===== config.mk =====
export PLATFORM = sky130hd
export DESIGN_NAME = binary_to_roman_numeral
export DESIGN_NICKNAME = d
export VERILOG_FILES = /design/src/rtl/b2r_pkg.sv /design/src/rtl/b2r_front.sv /design/src/rtl/b2r_fifo.sv /design/src/rtl/b2r_back.sv /design/src/rtl/binary_to_roman_numeral.sv
export SDC_FILE = /design/constraint.sdc
export NUM_CORES = 1
export LEC_CHECK = 0
export ABC_AREA = 1
export BUFFER_PORTS_ARGS = -buffer_cell sky130_fd_sc_hd__buf_2
export CAP_MARGIN = 20
export CORE_ASPECT_RATIO = 0.8
export CORE_MARGIN = 10
export CORE_UTILIZATION = 63
export DETAILED_ROUTE_END_ITERATION = 8
export HOLD_SLACK_MARGIN = 0.02
export PLACE_DENSITY = 0.84
export SETUP_SLACK_MARGIN = 0.5
export SLEW_MARGIN = 20
export SYNTH_ARGS = -nofsm -noshare
export SYNTH_HDL_FRONTEND = slang
export SYNTH_HIERARCHICAL = 1
export SYNTH_SLANG_ARGS = --single-unit

===== constraint.sdc =====
create_clock -name clk_i -period 9.9 [get_ports clk_i]
set_clock_uncertainty 0.1 [all_clocks]
set_input_delay 0.99 -clock clk_i [delete_from_list [all_inputs] [get_ports clk_i]]
set_output_delay 0.99 -clock clk_i [all_outputs]
set_load 0.05 [all_outputs]

===== src/rtl/b2r_pkg.sv =====
// Shared types, constants and digit helpers for the binary to Roman numeral converter.
// Depends on nothing; every other file of the block imports it.
`default_nettype none

package b2r_pkg;

  localparam int unsigned ValueW      = 14;
  localparam int unsigned SymbolW     = 8;
  localparam int unsigned DefMaxValue = 3000;
  localparam int unsigned MaxResults  = 14;
  localparam int unsigned QueueDepth  = 2;

  typedef enum logic [1:0] {
    StOk    = 2'd0,
    StRange = 2'd1,
    StZero  = 2'd2
  } b2r_status_e;

  localparam logic [SymbolW-1:0] CharI = 8'h49;
  localparam logic [SymbolW-1:0] CharV = 8'h56;
  localparam logic [SymbolW-1:0] CharX = 8'h58;
  localparam logic [SymbolW-1:0] CharL = 8'h4C;
  localparam logic [SymbolW-1:0] CharC = 8'h43;
  localparam logic [SymbolW-1:0] CharD = 8'h44;
  localparam logic [SymbolW-1:0] CharM = 8'h4D;
  localparam logic [SymbolW-1:0] CharNone = 8'h00;

  // One classified number, split into its decimal digits.
  typedef struct packed {
    b2r_status_e status;
    logic [1:0]  thou;
    logic [3:0]  hund;
    logic [3:0]  tens;
    logic [3:0]  unit;
  } b2r_item_t;

  // Number of numeral characters that one decimal digit needs.
  function automatic logic [2:0] digit_len(input logic [3:0] dig);
    logic [2:0] len;
    unique case (dig)
      4'd0:    len = 3'd0;
      4'd1:    len = 3'd1;
      4'd2:    len = 3'd2;
      4'd3:    len = 3'd3;
      4'd4:    len = 3'd2;
      4'd5:    len = 3'd1;
      4'd6:    len = 3'd2;
      4'd7:    len = 3'd3;
      4'd8:    len = 3'd4;
      4'd9:    len = 3'd2;
      default: len = 3'd0;
    endcase
    return len;
  endfunction

  // Character at position step of a digit, given the one, five and ten symbols of its place.
  function automatic logic [SymbolW-1:0] digit_char(
    input logic [3:0]         dig,
    input logic [1:0]         step,
    input logic [SymbolW-1:0] one,
    input logic [SymbolW-1:0] five,
    input logic [SymbolW-1:0] ten
  );
    logic [SymbolW-1:0] ch;
    priority if (dig == 4'd9) begin
      ch = (step == 2'd0) ? one : ten;
    end else if (dig == 4'd4) begin
      ch = (step == 2'd0) ? one : five;
    end else if (dig >= 4'd5) begin
      ch = (step == 2'd0) ? five : one;
    end else begin
      ch = one;
    end
    return ch;
  endfunction

endpackage

`default_nettype wire


===== src/rtl/b2r_front.sv =====
// Front end: accepts numbers, classifies them and splits them into decimal digits.
// Depends on b2r_pkg; feeds the item queue.
`default_nettype none

module b2r_front
  import b2r_pkg::*;
#(
  parameter int unsigned MaxValue = DefMaxValue
) (
  input  wire logic              clk_i,
  input  wire logic              rst_ni,
  input  wire logic              push_i,
  input  wire logic [ValueW-1:0] value_i,
  output logic                   full_o,
  input  wire logic              q_full_i,
  output logic                   q_wr_o,
  output b2r_item_t              q_item_o
);

  logic        s_valid_q, s_valid_d;
  b2r_status_e s_status_q, s_status_d;
  logic [1:0]  s_thou_q, s_thou_d;
  logic [9:0]  s_rem_q, s_rem_d;

  logic        accept;
  logic [11:0] v12;
  logic [11:0] rem12;
  logic [15:0] hund_prod;
  logic [3:0]  hund;
  logic [9:0]  rem_h;
  logic [13:0] tens_prod;
  logic [3:0]  tens;
  logic [6:0]  rem_t;
  logic [6:0]  unit_w;

  assign q_wr_o = s_valid_q && !q_full_i;
  assign full_o = s_valid_q && q_full_i;
  assign accept = push_i && !full_o;

  // First stage: classification and the thousands digit by comparison.
  always_comb begin
    v12 = value_i[11:0];
    priority if (value_i == '0) begin
      s_status_d = StZero;
    end else if (value_i > ValueW'(MaxValue)) begin
      s_status_d = StRange;
    end else begin
      s_status_d = StOk;
    end
    priority if (v12 >= 12'd3000) begin
      s_thou_d = 2'd3;
    end else if (v12 >= 12'd2000) begin
      s_thou_d = 2'd2;
    end else if (v12 >= 12'd1000) begin
      s_thou_d = 2'd1;
    end else begin
      s_thou_d = 2'd0;
    end
    rem12   = v12 - 12'(12'(s_thou_d) * 12'd1000);
    s_rem_d = rem12[9:0];
  end

  assign s_valid_d = accept ? 1'b1 : (q_wr_o ? 1'b0 : s_valid_q);

  always_ff @(posedge clk_i or negedge rst_ni) begin
    if (!rst_ni) begin
      s_valid_q  <= 1'b0;
      s_status_q <= StOk;
      s_thou_q   <= '0;
      s_rem_q    <= '0;
    end else begin
      s_valid_q <= s_valid_d;
      if (accept) begin
        s_status_q <= s_status_d;
        s_thou_q   <= s_thou_d;
        s_rem_q    <= s_rem_d;
      end
    end
  end

  // Second stage: hundreds and tens by reciprocal multiplication, exact for the
  // remainder ranges below one thousand and one hundred.
  always_comb begin
    hund_prod = 16'(s_rem_q) * 16'd41;
    hund      = hund_prod[15:12];
    rem_h     = s_rem_q - 10'(10'(hund) * 10'd100);
    rem_t     = rem_h[6:0];
    tens_prod = 14'(rem_t) * 14'd103;
    tens      = tens_prod[13:10];
    unit_w    = rem_t - 7'(7'(tens) * 7'd10);
  end

  assign q_item_o = '{
    status: s_status_q,
    thou:   s_thou_q,
    hund:   hund,
    tens:   tens,
    unit:   unit_w[3:0]
  };

endmodule

`default_nettype wire


===== src/rtl/b2r_fifo.sv =====
// Short queue of classified numbers between the front end and the character sequencer.
// Depends on b2r_pkg for the item type.
`default_nettype none

module b2r_fifo
  import b2r_pkg::*;
#(
  parameter int unsigned Depth = QueueDepth
) (
  input  wire logic      clk_i,
  input  wire logic      rst_ni,
  input  wire logic      wr_i,
  input  wire b2r_item_t wr_item_i,
  output logic           full_o,
  input  wire logic      rd_i,
  output logic           nonempty_o,
  output b2r_item_t      rd_item_o
);

  localparam int unsigned PtrW = (Depth > 1) ? $clog2(Depth) : 1;
  localparam int unsigned CntW = $clog2(Depth + 1);

  b2r_item_t       mem_q [Depth];
  logic [PtrW-1:0] wr_ptr_q, rd_ptr_q;
  logic [CntW-1:0] count_q;
  logic            do_wr, do_rd;

  assign full_o     = (count_q == CntW'(Depth));
  assign nonempty_o = (count_q != '0);
  assign do_wr      = wr_i && !full_o;
  assign do_rd      = rd_i && nonempty_o;
  assign rd_item_o  = mem_q[rd_ptr_q];

  function automatic logic [PtrW-1:0] ptr_inc(input logic [PtrW-1:0] p);
    return (p == PtrW'(Depth - 1)) ? '0 : PtrW'(p + 1'b1);
  endfunction

  always_ff @(posedge clk_i) begin
    if (do_wr) begin
      mem_q[wr_ptr_q] <= wr_item_i;
    end
  end

  always_ff @(posedge clk_i or negedge rst_ni) begin
    if (!rst_ni) begin
      wr_ptr_q <= '0;
      rd_ptr_q <= '0;
      count_q  <= '0;
    end else begin
      if (do_wr) begin
        wr_ptr_q <= ptr_inc(wr_ptr_q);
      end
      if (do_rd) begin
        rd_ptr_q <= ptr_inc(rd_ptr_q);
      end
      if (do_wr && !do_rd) begin
        count_q <= count_q + 1'b1;
      end else if (do_rd && !do_wr) begin
        count_q <= count_q - 1'b1;
      end
    end
  end

endmodule

`default_nettype wire


===== src/rtl/b2r_back.sv =====
// Character sequencer: walks the digits of one queued number and presents one
// numeral character per beat. Depends on b2r_pkg.
`default_nettype none

module b2r_back
  import b2r_pkg::*;
(
  input  wire logic                clk_i,
  input  wire logic                rst_ni,
  input  wire logic                item_valid_i,
  input  wire b2r_item_t           item_i,
  output logic                     item_rd_o,
  output logic                     empty_o,
  input  wire logic                pop_i,
  output logic [SymbolW-1:0]       symbol_o,
  output logic [1:0]               status_o,
  output logic                     last_o
);

  logic       busy_q, busy_d;
  b2r_item_t  cur_q, cur_d;
  logic [1:0] place_q, place_d;
  logic [1:0] step_q, step_d;
  logic [3:0] cnt_q, cnt_d;

  logic [2:0] cur_len [4];
  logic [2:0] new_len [4];
  logic [3:0] cur_nz, new_nz, above;
  logic [2:0] len_here;
  logic       digit_end, more, is_last;

  function automatic logic [1:0] lowest_from(input logic [3:0] nz, input logic [2:0] from);
    logic [1:0] r;
    r = '0;
    for (int p = 3; p >= 0; p--) begin
      if (nz[p] && (3'(p) >= from)) begin
        r = 2'(p);
      end
    end
    return r;
  endfunction

  always_comb begin
    cur_len[0] = {1'b0, cur_q.thou};
    cur_len[1] = digit_len(cur_q.hund);
    cur_len[2] = digit_len(cur_q.tens);
    cur_len[3] = digit_len(cur_q.unit);
    new_len[0] = {1'b0, item_i.thou};
    new_len[1] = digit_len(item_i.hund);
    new_len[2] = digit_len(item_i.tens);
    new_len[3] = digit_len(item_i.unit);
    for (int p = 0; p < 4; p++) begin
      cur_nz[p] = (cur_len[p] != '0);
      new_nz[p] = (new_len[p] != '0);
      above[p]  = (3'(p) > {1'b0, place_q});
    end
  end

  assign len_here  = cur_len[place_q];
  assign digit_end = ({1'b0, step_q} == (len_here - 3'd1));
  assign more      = |(cur_nz & above);
  assign is_last   = (cur_q.status != StOk) || (cnt_q == 4'(MaxResults - 1)) ||
                     (digit_end && !more);

  always_comb begin
    unique case (place_q)
      2'd0:    symbol_o = CharM;
      2'd1:    symbol_o = digit_char(cur_q.hund, step_q, CharC, CharD, CharM);
      2'd2:    symbol_o = digit_char(cur_q.tens, step_q, CharX, CharL, CharC);
      default: symbol_o = digit_char(cur_q.unit, step_q, CharI, CharV, CharX);
    endcase
    if (cur_q.status != StOk) begin
      symbol_o = CharNone;
    end
  end

  assign empty_o  = !busy_q;
  assign status_o = cur_q.status;
  assign last_o   = is_last;

  always_comb begin
    busy_d    = busy_q;
    cur_d     = cur_q;
    place_d   = place_q;
    step_d    = step_q;
    cnt_d     = cnt_q;
    item_rd_o = 1'b0;
    if (!busy_q || (pop_i && is_last)) begin
      busy_d = item_valid_i;
      if (item_valid_i) begin
        item_rd_o = 1'b1;
        cur_d     = item_i;
        place_d   = lowest_from(new_nz, 3'd0);
        step_d    = '0;
        cnt_d     = '0;
      end
    end else if (pop_i) begin
      cnt_d = cnt_q + 1'b1;
      if (digit_end) begin
        place_d = lowest_from(cur_nz, 3'(place_q) + 3'd1);
        step_d  = '0;
      end else begin
        step_d = step_q + 1'b1;
      end
    end
  end

  always_ff @(posedge clk_i or negedge rst_ni) begin
    if (!rst_ni) begin
      busy_q  <= 1'b0;
      cur_q   <= '{status: StOk, default: '0};
      place_q <= '0;
      step_q  <= '0;
      cnt_q   <= '0;
    end else begin
      busy_q  <= busy_d;
      cur_q   <= cur_d;
      place_q <= place_d;
      step_q  <= step_d;
      cnt_q   <= cnt_d;
    end
  end

endmodule

`default_nettype wire


===== src/rtl/binary_to_roman_numeral.sv =====
// Top level of the binary to Roman numeral converter.
// Depends on b2r_pkg, b2r_front, b2r_fifo and b2r_back.
//
// Usage. A 14-bit number is written with push and value_i; it is taken at a
// clock edge where push is high and full is low. Its Roman numeral comes out
// as one ASCII character per beat on symbol_o, oldest first, valid while empty
// is low and taken when pop is high. last_o marks the final beat of a number.
// Zero gives a single beat with status zero, and any number above MaxValue a
// single beat with status out of range; both carry a zero symbol. At most
// fourteen characters are given for one number.
// Path. A taken number is held in the front end's register until the item
// queue has room; the digit stage then writes it into the queue, and the
// character sequencer loads it from there once it is free. The sequencer
// gives one character per cycle while pop is high, and loads the next number
// in the same cycle its last beat is taken. A numeral has 1 to 14 characters.
// Stalls. While pop is low the current beat holds; the front end and the
// two-entry queue keep taking numbers until they fill, then full rises.
// Reset clears the queue and the sequencer; no beat is pending after it.
`default_nettype none

module binary_to_roman_numeral
  import b2r_pkg::*;
#(
  parameter int unsigned MaxValue = DefMaxValue
) (
  input  wire logic                clk_i,
  input  wire logic                rst_ni,
  input  wire logic                push,
  input  wire logic [ValueW-1:0]   value_i,
  output logic                     full,
  output logic                     empty,
  input  wire logic                pop,
  output logic [SymbolW-1:0]       symbol_o,
  output logic [1:0]               status_o,
  output logic                     last_o
);

  logic      q_wr, q_full, q_nonempty, q_rd;
  b2r_item_t q_wr_item, q_rd_item;
  logic      full_o, empty_o;

  assign full  = full_o;
  assign empty = empty_o;

  b2r_front #(
    .MaxValue (MaxValue)
  ) u_front (
    .clk_i    (clk_i),
    .rst_ni   (rst_ni),
    .push_i   (push),
    .value_i  (value_i),
    .full_o   (full_o),
    .q_full_i (q_full),
    .q_wr_o   (q_wr),
    .q_item_o (q_wr_item)
  );

  b2r_fifo #(
    .Depth (QueueDepth)
  ) u_fifo (
    .clk_i      (clk_i),
    .rst_ni     (rst_ni),
    .wr_i       (q_wr),
    .wr_item_i  (q_wr_item),
    .full_o     (q_full),
    .rd_i       (q_rd),
    .nonempty_o (q_nonempty),
    .rd_item_o  (q_rd_item)
  );

  b2r_back u_back (
    .clk_i        (clk_i),
    .rst_ni       (rst_ni),
    .item_valid_i (q_nonempty),
    .item_i       (q_rd_item),
    .item_rd_o    (q_rd),
    .empty_o      (empty_o),
    .pop_i        (pop),
    .symbol_o     (symbol_o),
    .status_o     (status_o),
    .last_o       (last_o)
  );

endmodule

`default_nettype wire


== Yosys cells after proc, flatten, opt, wreduce, memory -nomap -nowiden ==
Memory sizes are Yosys's and may differ from the RTL's.
Cells that the tools add are included.
Widths: inputs -> output; s select.
Cells by class
  add/sub/neg operators: 11
  multipliers: 5
  magnitude comparators: 15
  equal/unequal tests: 12
  muxes and demuxes: 57
  bitwise gates (word level): 2
  reduce and logical (&&, ||, !) cells: 43
Operator list (number)
  $mux 8: 10
  $mux 2: 21
  $mux 5: 6
  $pmux 8 s3: 1
  $reduce_bool 3->1: 6
  $eq 4x4->1 const B: 4
  $mul 10x6->16 const B: 1
  $mux 4: 4
  $reduce_bool 2->1: 8
  $gt 14x12->1 const B: 1
  $logic_not 14->1: 1
  $mul 7x7->14 const B: 1
  $logic_and 1x1->1: 13
  $eq 4x3->1 const B: 3
  $ge 12x10->1 const B: 1
  $ge 12x11->1 const B: 1
  $ge 12x12->1 const B: 1
  $ge 4x3->1 const B: 3
  $mux 3: 4
  $mux 1: 10
  $sub 10x10->10: 1
  $mul 2x7->7 const B: 1
  $sub 7x7->7: 1
  $bmux 3 s2: 1
  other kinds (26): 41
Word-level totals
  bits in registers: 44
  bits in writable memories: 32
  ROM bits: 288
  input bits: 18
  output and inout bits: 13
  logic and storage cells: 168
  memories: 7
Memory list
  (name not given): depth 16, width 3, rd ports 1, clocked after memory_dff 0, write ports 0, line b2r_pkg.sv:40  | unique case (dig)
  (name not given): depth 16, width 3, rd ports 1, clocked after memory_dff 0, write ports 0, line b2r_pkg.sv:40
  (name not given): depth 16, width 3, rd ports 1, clocked after memory_dff 0, write ports 0, line b2r_pkg.sv:40
  (name not given): depth 16, width 3, rd ports 1, clocked after memory_dff 0, write ports 0, line b2r_pkg.sv:40
  (name not given): depth 16, width 3, rd ports 1, clocked after memory_dff 0, write ports 0, line b2r_pkg.sv:40
  (name not given): depth 16, width 3, rd ports 1, clocked after memory_dff 0, write ports 0, line b2r_pkg.sv:40
  1 more memories

== Depth between registers and ports, before layout ==
  word-level depth: 15
  mapped depth: 43
  gate-level depth less buffers: 43

== Modules after synthesis ==
Netlist, hierarchy kept.
By module, submodules not included
  b2r_front: instances 1, cells an instance 397, area each 3086.7 µm²
  b2r_back: instances 1, cells an instance 263, area each 1818.0 µm²
  b2r_fifo: instances 1, cells an instance 115, area each 1530.2 µm²

== Least setup slack after synthesis ==
Ideal clock, no wire load.
  kind: register to register
  from: register u_front.s_rem_q[4]
  to: memory u_fifo/mem_q[0][3] in the netlist's numbering, data pin
  library setup time: 0.252 ns
  arrival: 7.109 ns
  data required time: 9.548 ns
  setup slack: 2.439 ns
  cell stages (with the launch flop): 40
  path buffers: 0
  clock period less this slack: 7.461 ns
  path through: dfrtp_1 -> ha_1 -> fa_1 -> ha_1 -> ha_1 -> a21oi_1 -> nand2_1 -> nand2_1 -> nand3_1 -> a21oi_1 -> xnor2_1 -> ha_1 -> inv_1 -> ha_1 -> nand3_1 -> nand2_1 -> inv_1 -> nand2_2 -> (+4 left out) -> fa_1 -> inv_1 -> fa_1 -> ha_1 -> ha_1 -> a21oi_1 -> o211a_1 -> nand2_1 -> nand2_1 -> nand2_1 -> ha_1 -> fa_1 -> xnor2_1 -> nand3_1 -> nand2_1 -> nand2_1 -> nand2_1 -> inv_1
RTL lines
  from (decl): line b2r_front.sv:23  | logic [9:0] s_rem_q, s_rem_d;
  from (signal assigned): line b2r_front.sv:76  | s_rem_q <= s_rem_d;
  to (decl): line b2r_fifo.sv:23  | b2r_item_t mem_q [Depth];

==> flow_summary.yaml <==
clocking:
  insertion_delay_ns: 0.33
  cts_buffers: 9
  cts.htree.levels: 3
  cts.sinks: 76
  cts_hold_buffers: 0
  cts-root-buf: "clkbuf_16"
  cts.reportedPaths.clkPinSlew_ns: 0.06
  cts_max_path_buffers: 2
  post_cts_buffers: 0
  cts_tree: "done"
  cts_resized: 0
yosys:
  syn_inst: 775
  ys_seq_area_share_pct: 32.0
  async_flop_share_pct: 57.9
  ys_warn_count: 6
  ys_seq_elements: 76
  syn_area_sq_um: 6430
  ys.flop_type: "dfrtp_1"
  yosysUniqueCellTypes: 48
  synth_edf_count: 32
  syn_avg_cell_area_sq_um: 8.30
route:
  num_vias: 5186
  drt_drc_violations_left: 0
  wl_per_cell_microns: 14.6
  drt_iter0_markers: 482
  drt-pass1-iter-count: 6
  wl_mm: 13.7
  drtAntennaViolNets: 0
  vias_per_cell: 5.52
die:
  die-height_microns: 110
  die_area_sq_um: 14700
  core_area_sq_um: 9810
  num_io_pins: 31
  die_x_microns: 133
  rows: 32
  start_util_pct: 65.6
global_routing:
  track_usage_pct: 19.7
  antenna_found_initial: 0
  grt_pass1_wl_mm: 23.9
  grt_max_degree: 45
  grt-ovfl-total: 0
  grt_pass1_vias: 5345
sta:
  relSlewSlack_pct: 52.8
  setup_ws_ns: 1.74
  max_freq_mhz: 123
  fin_setup_tns_ns: 0
  finalHoldViolations: 0
  rsz0062_at_grt: "false"
  finalMaxSlewViolations: 0
  period_share_pct: 82.4
  tightest_slew_ns: 0.708
  finalSetupViolCount: 0
  fin_crit_ns: 8.16
setup_path:
  worstReg2RegEnd: "u_fifo/mem_q[1][3]"
  crit_cells: 41
  slowest_stage: "fa_1"
  crit_top_cell: "nand2_1"
  required_ns: 9.89
  reg2reg_depth: 41
  end_kind: "register"
  arrival_ns: 8.14
  cp_max_fo: 9
  worst_path_dominant_cell_family: "adder cells"
  path_buf_inv: 6
  path_class: "reg2reg"
  worstSetupStartpointType: "register"
  reg2reg_slack_ns: 1.74
  worstSetupStartpoint: "u_front/s_rem_q[4]"
  slowest_delay_ns: 0.54
  rr_startpoint: "u_front/s_rem_q[4]"
layout:
  drive_above_1_share_pct: 14.2
  diodes: 0
  nFillCells: 750
  final_nets: 919
  final_area_sq_um: 6930
  syn_to_final_growth_pct: 7.70
min_path:
  whs_endpoint: "u_fifo/mem_q[1][12]"
  hold_depth: 0
  hold_class: "reg2reg"
  min_from: "u_front/s_thou_q[0]"
placed_design:
  numPortBuffers: 28
  place_congestion: 0.928
  dp_hpwl_mm: 10.7
  dp_slack_ns: 1.78
  dpl_cell_area_sq_um: 6600
outcome:
  status: "complete, no violations"
job:
  drv_cap: 0
[area by class of cell]
class	instances	area (sq um)	share of cell area, %
clock inverter	4	51.3	0.740
tap	136	170	2.46
timing repair buffer	29	150	2.17
inverter	118	455	6.57
multi-input combinational	564	3760	54.3
sequential	76	2060	29.8
clock buffer	12	279	4.03
[flip-flops by register name (all words and copies together) (netlist names)]
| register | count |
|---|---|
| u_front/s_valid_q | 1 |
| u_fifo/wr_ptr_q | 1 |
| u_back/cur_len | 2 |
| u_fifo/rd_ptr_q | 1 |
| u_fifo/mem_q | 32 |
| u_back/status_o | 2 |
| u_back/cur_q | 12 |
| u_back/place_q | 2 |
| u_back/step_q | 2 |
| u_front/s_status_q | 2 |
| u_front/s_rem_q | 10 |
| u_front/s_thou_q | 2 |
| u_back/cnt_q | 4 |
| u_back/busy_q | 1 |
| u_fifo/count_q | 2 |
[placed cells by master, fill, tap and decap left out, drive strengths merged, types with 4 or more instances in the layout]
master	Yosys	layout
nor2	46	46
dfrtp	44	44
buf	16	29
nor3	4	4
fa	15	15
nand2	234	234
xnor2	8	8
edfxtp	32	32
o21ai	46	46
a21oi	27	27
nand4	7	7
ha	88	88
nand3	52	52
xor2	11	11
clkbuf	2	12
inv	117	118
[synth_stat cells (3+ instances only)]
| cell | count | area share, % |
|---|---|---|
| nand4_1 | 7 | 0.68 |
| a21oi_1 | 26 | 2.0 |
| o21ai_1 | 3 | 0.23 |
| o21ai_2 | 7 | 0.95 |
| fa_1 | 15 | 4.7 |
| buf_4 | 11 | 1.3 |
| xor2_1 | 11 | 1.5 |
| a21boi_0 | 3 | 0.35 |
| nand2_1 | 193 | 11 |
| nor3_1 | 4 | 0.31 |
| a21o_1 | 3 | 0.35 |
| dfrtp_1 | 44 | 17 |
| buf_6 | 3 | 0.52 |
| inv_2 | 3 | 0.17 |
| nand2_2 | 30 | 2.9 |
| nand2_4 | 11 | 1.9 |
| nor2_1 | 40 | 2.3 |
| nand3_1 | 47 | 3.7 |
| inv_1 | 113 | 6.6 |
| xnor2_1 | 8 | 1.1 |
| ha_1 | 88 | 17 |
| o21ai_0 | 36 | 2.8 |
| nor2_2 | 4 | 0.39 |
| nand3_2 | 3 | 0.47 |
| edfxtp_1 | 32 | 15 |
[metrics by stage]
step / util (%) / hold WS, ns / cells
floorplan: - / 0.342 / 776
global placement: 67.3 / 0.354 / 923
detailed placement: 67.3 / 0.359 / 923
CTS: 70.6 / 0.370 / 939
global route: 70.7 / 0.379 / 939
finish: 70.7 / 0.369 / 939
[worst max-delay path by stage]
stage / slack [ns] / endpoint
floorplan: 2.44 / u_fifo/mem_q[0][3]
global placement: 2.09 / u_fifo/mem_q[0][3]
detailed placement: 1.78 / u_fifo/mem_q[0][3]
CTS: 1.73 / u_fifo/mem_q[1][3]
global route: 1.17 / u_fifo/mem_q[1][3]
finish: 1.74 / u_fifo/mem_q[1][3]
[kinds of logic (layout without fill, tap and decap cells)]
kind of cell	Yosys count	after routing	synth area share, %
DFF	76	76	32.0
AOI/OAI and AO/OA	92	92	8.63
xor gates and xnor gates	19	19	2.59
other	1	2	0.0583
adders and majority gates	103	103	21.8
buffers and inverters	136	163	9.55
and+or+nand+nor	348	348	25.4
[metal layers]
layer | vias to the layer above | wire [microns] | track usage, % | share of wire [%]
li1 | 2558 | - | - | -
met1 | 2433 | 5910 | 23.8 | 43
met2 | 165 | 6680 | 34.7 | 49
met3 | 30 | 800 | 2.49 | 5.8
met4 | 0 | 320 | 9.48 | 2.3
met5 | - | 0 | 0 | 0
[worst reg2reg max path: cells and delay by family, from the launching register on]
family	cells	cell delay, ns
AO/OA/AOI/OAI	3	0.56
XOR/XNOR	2	0.39
adder cells (fa/ha/maj)	13	4.65
buffers and inverters	6	0.39
flip-flops	1	0.47
AND/OR/NAND/NOR	17	1.35
Power is left out: the tool's default activity adds up to more than one toggle a clock period on the data nets, which glitch-free logic cannot reach.
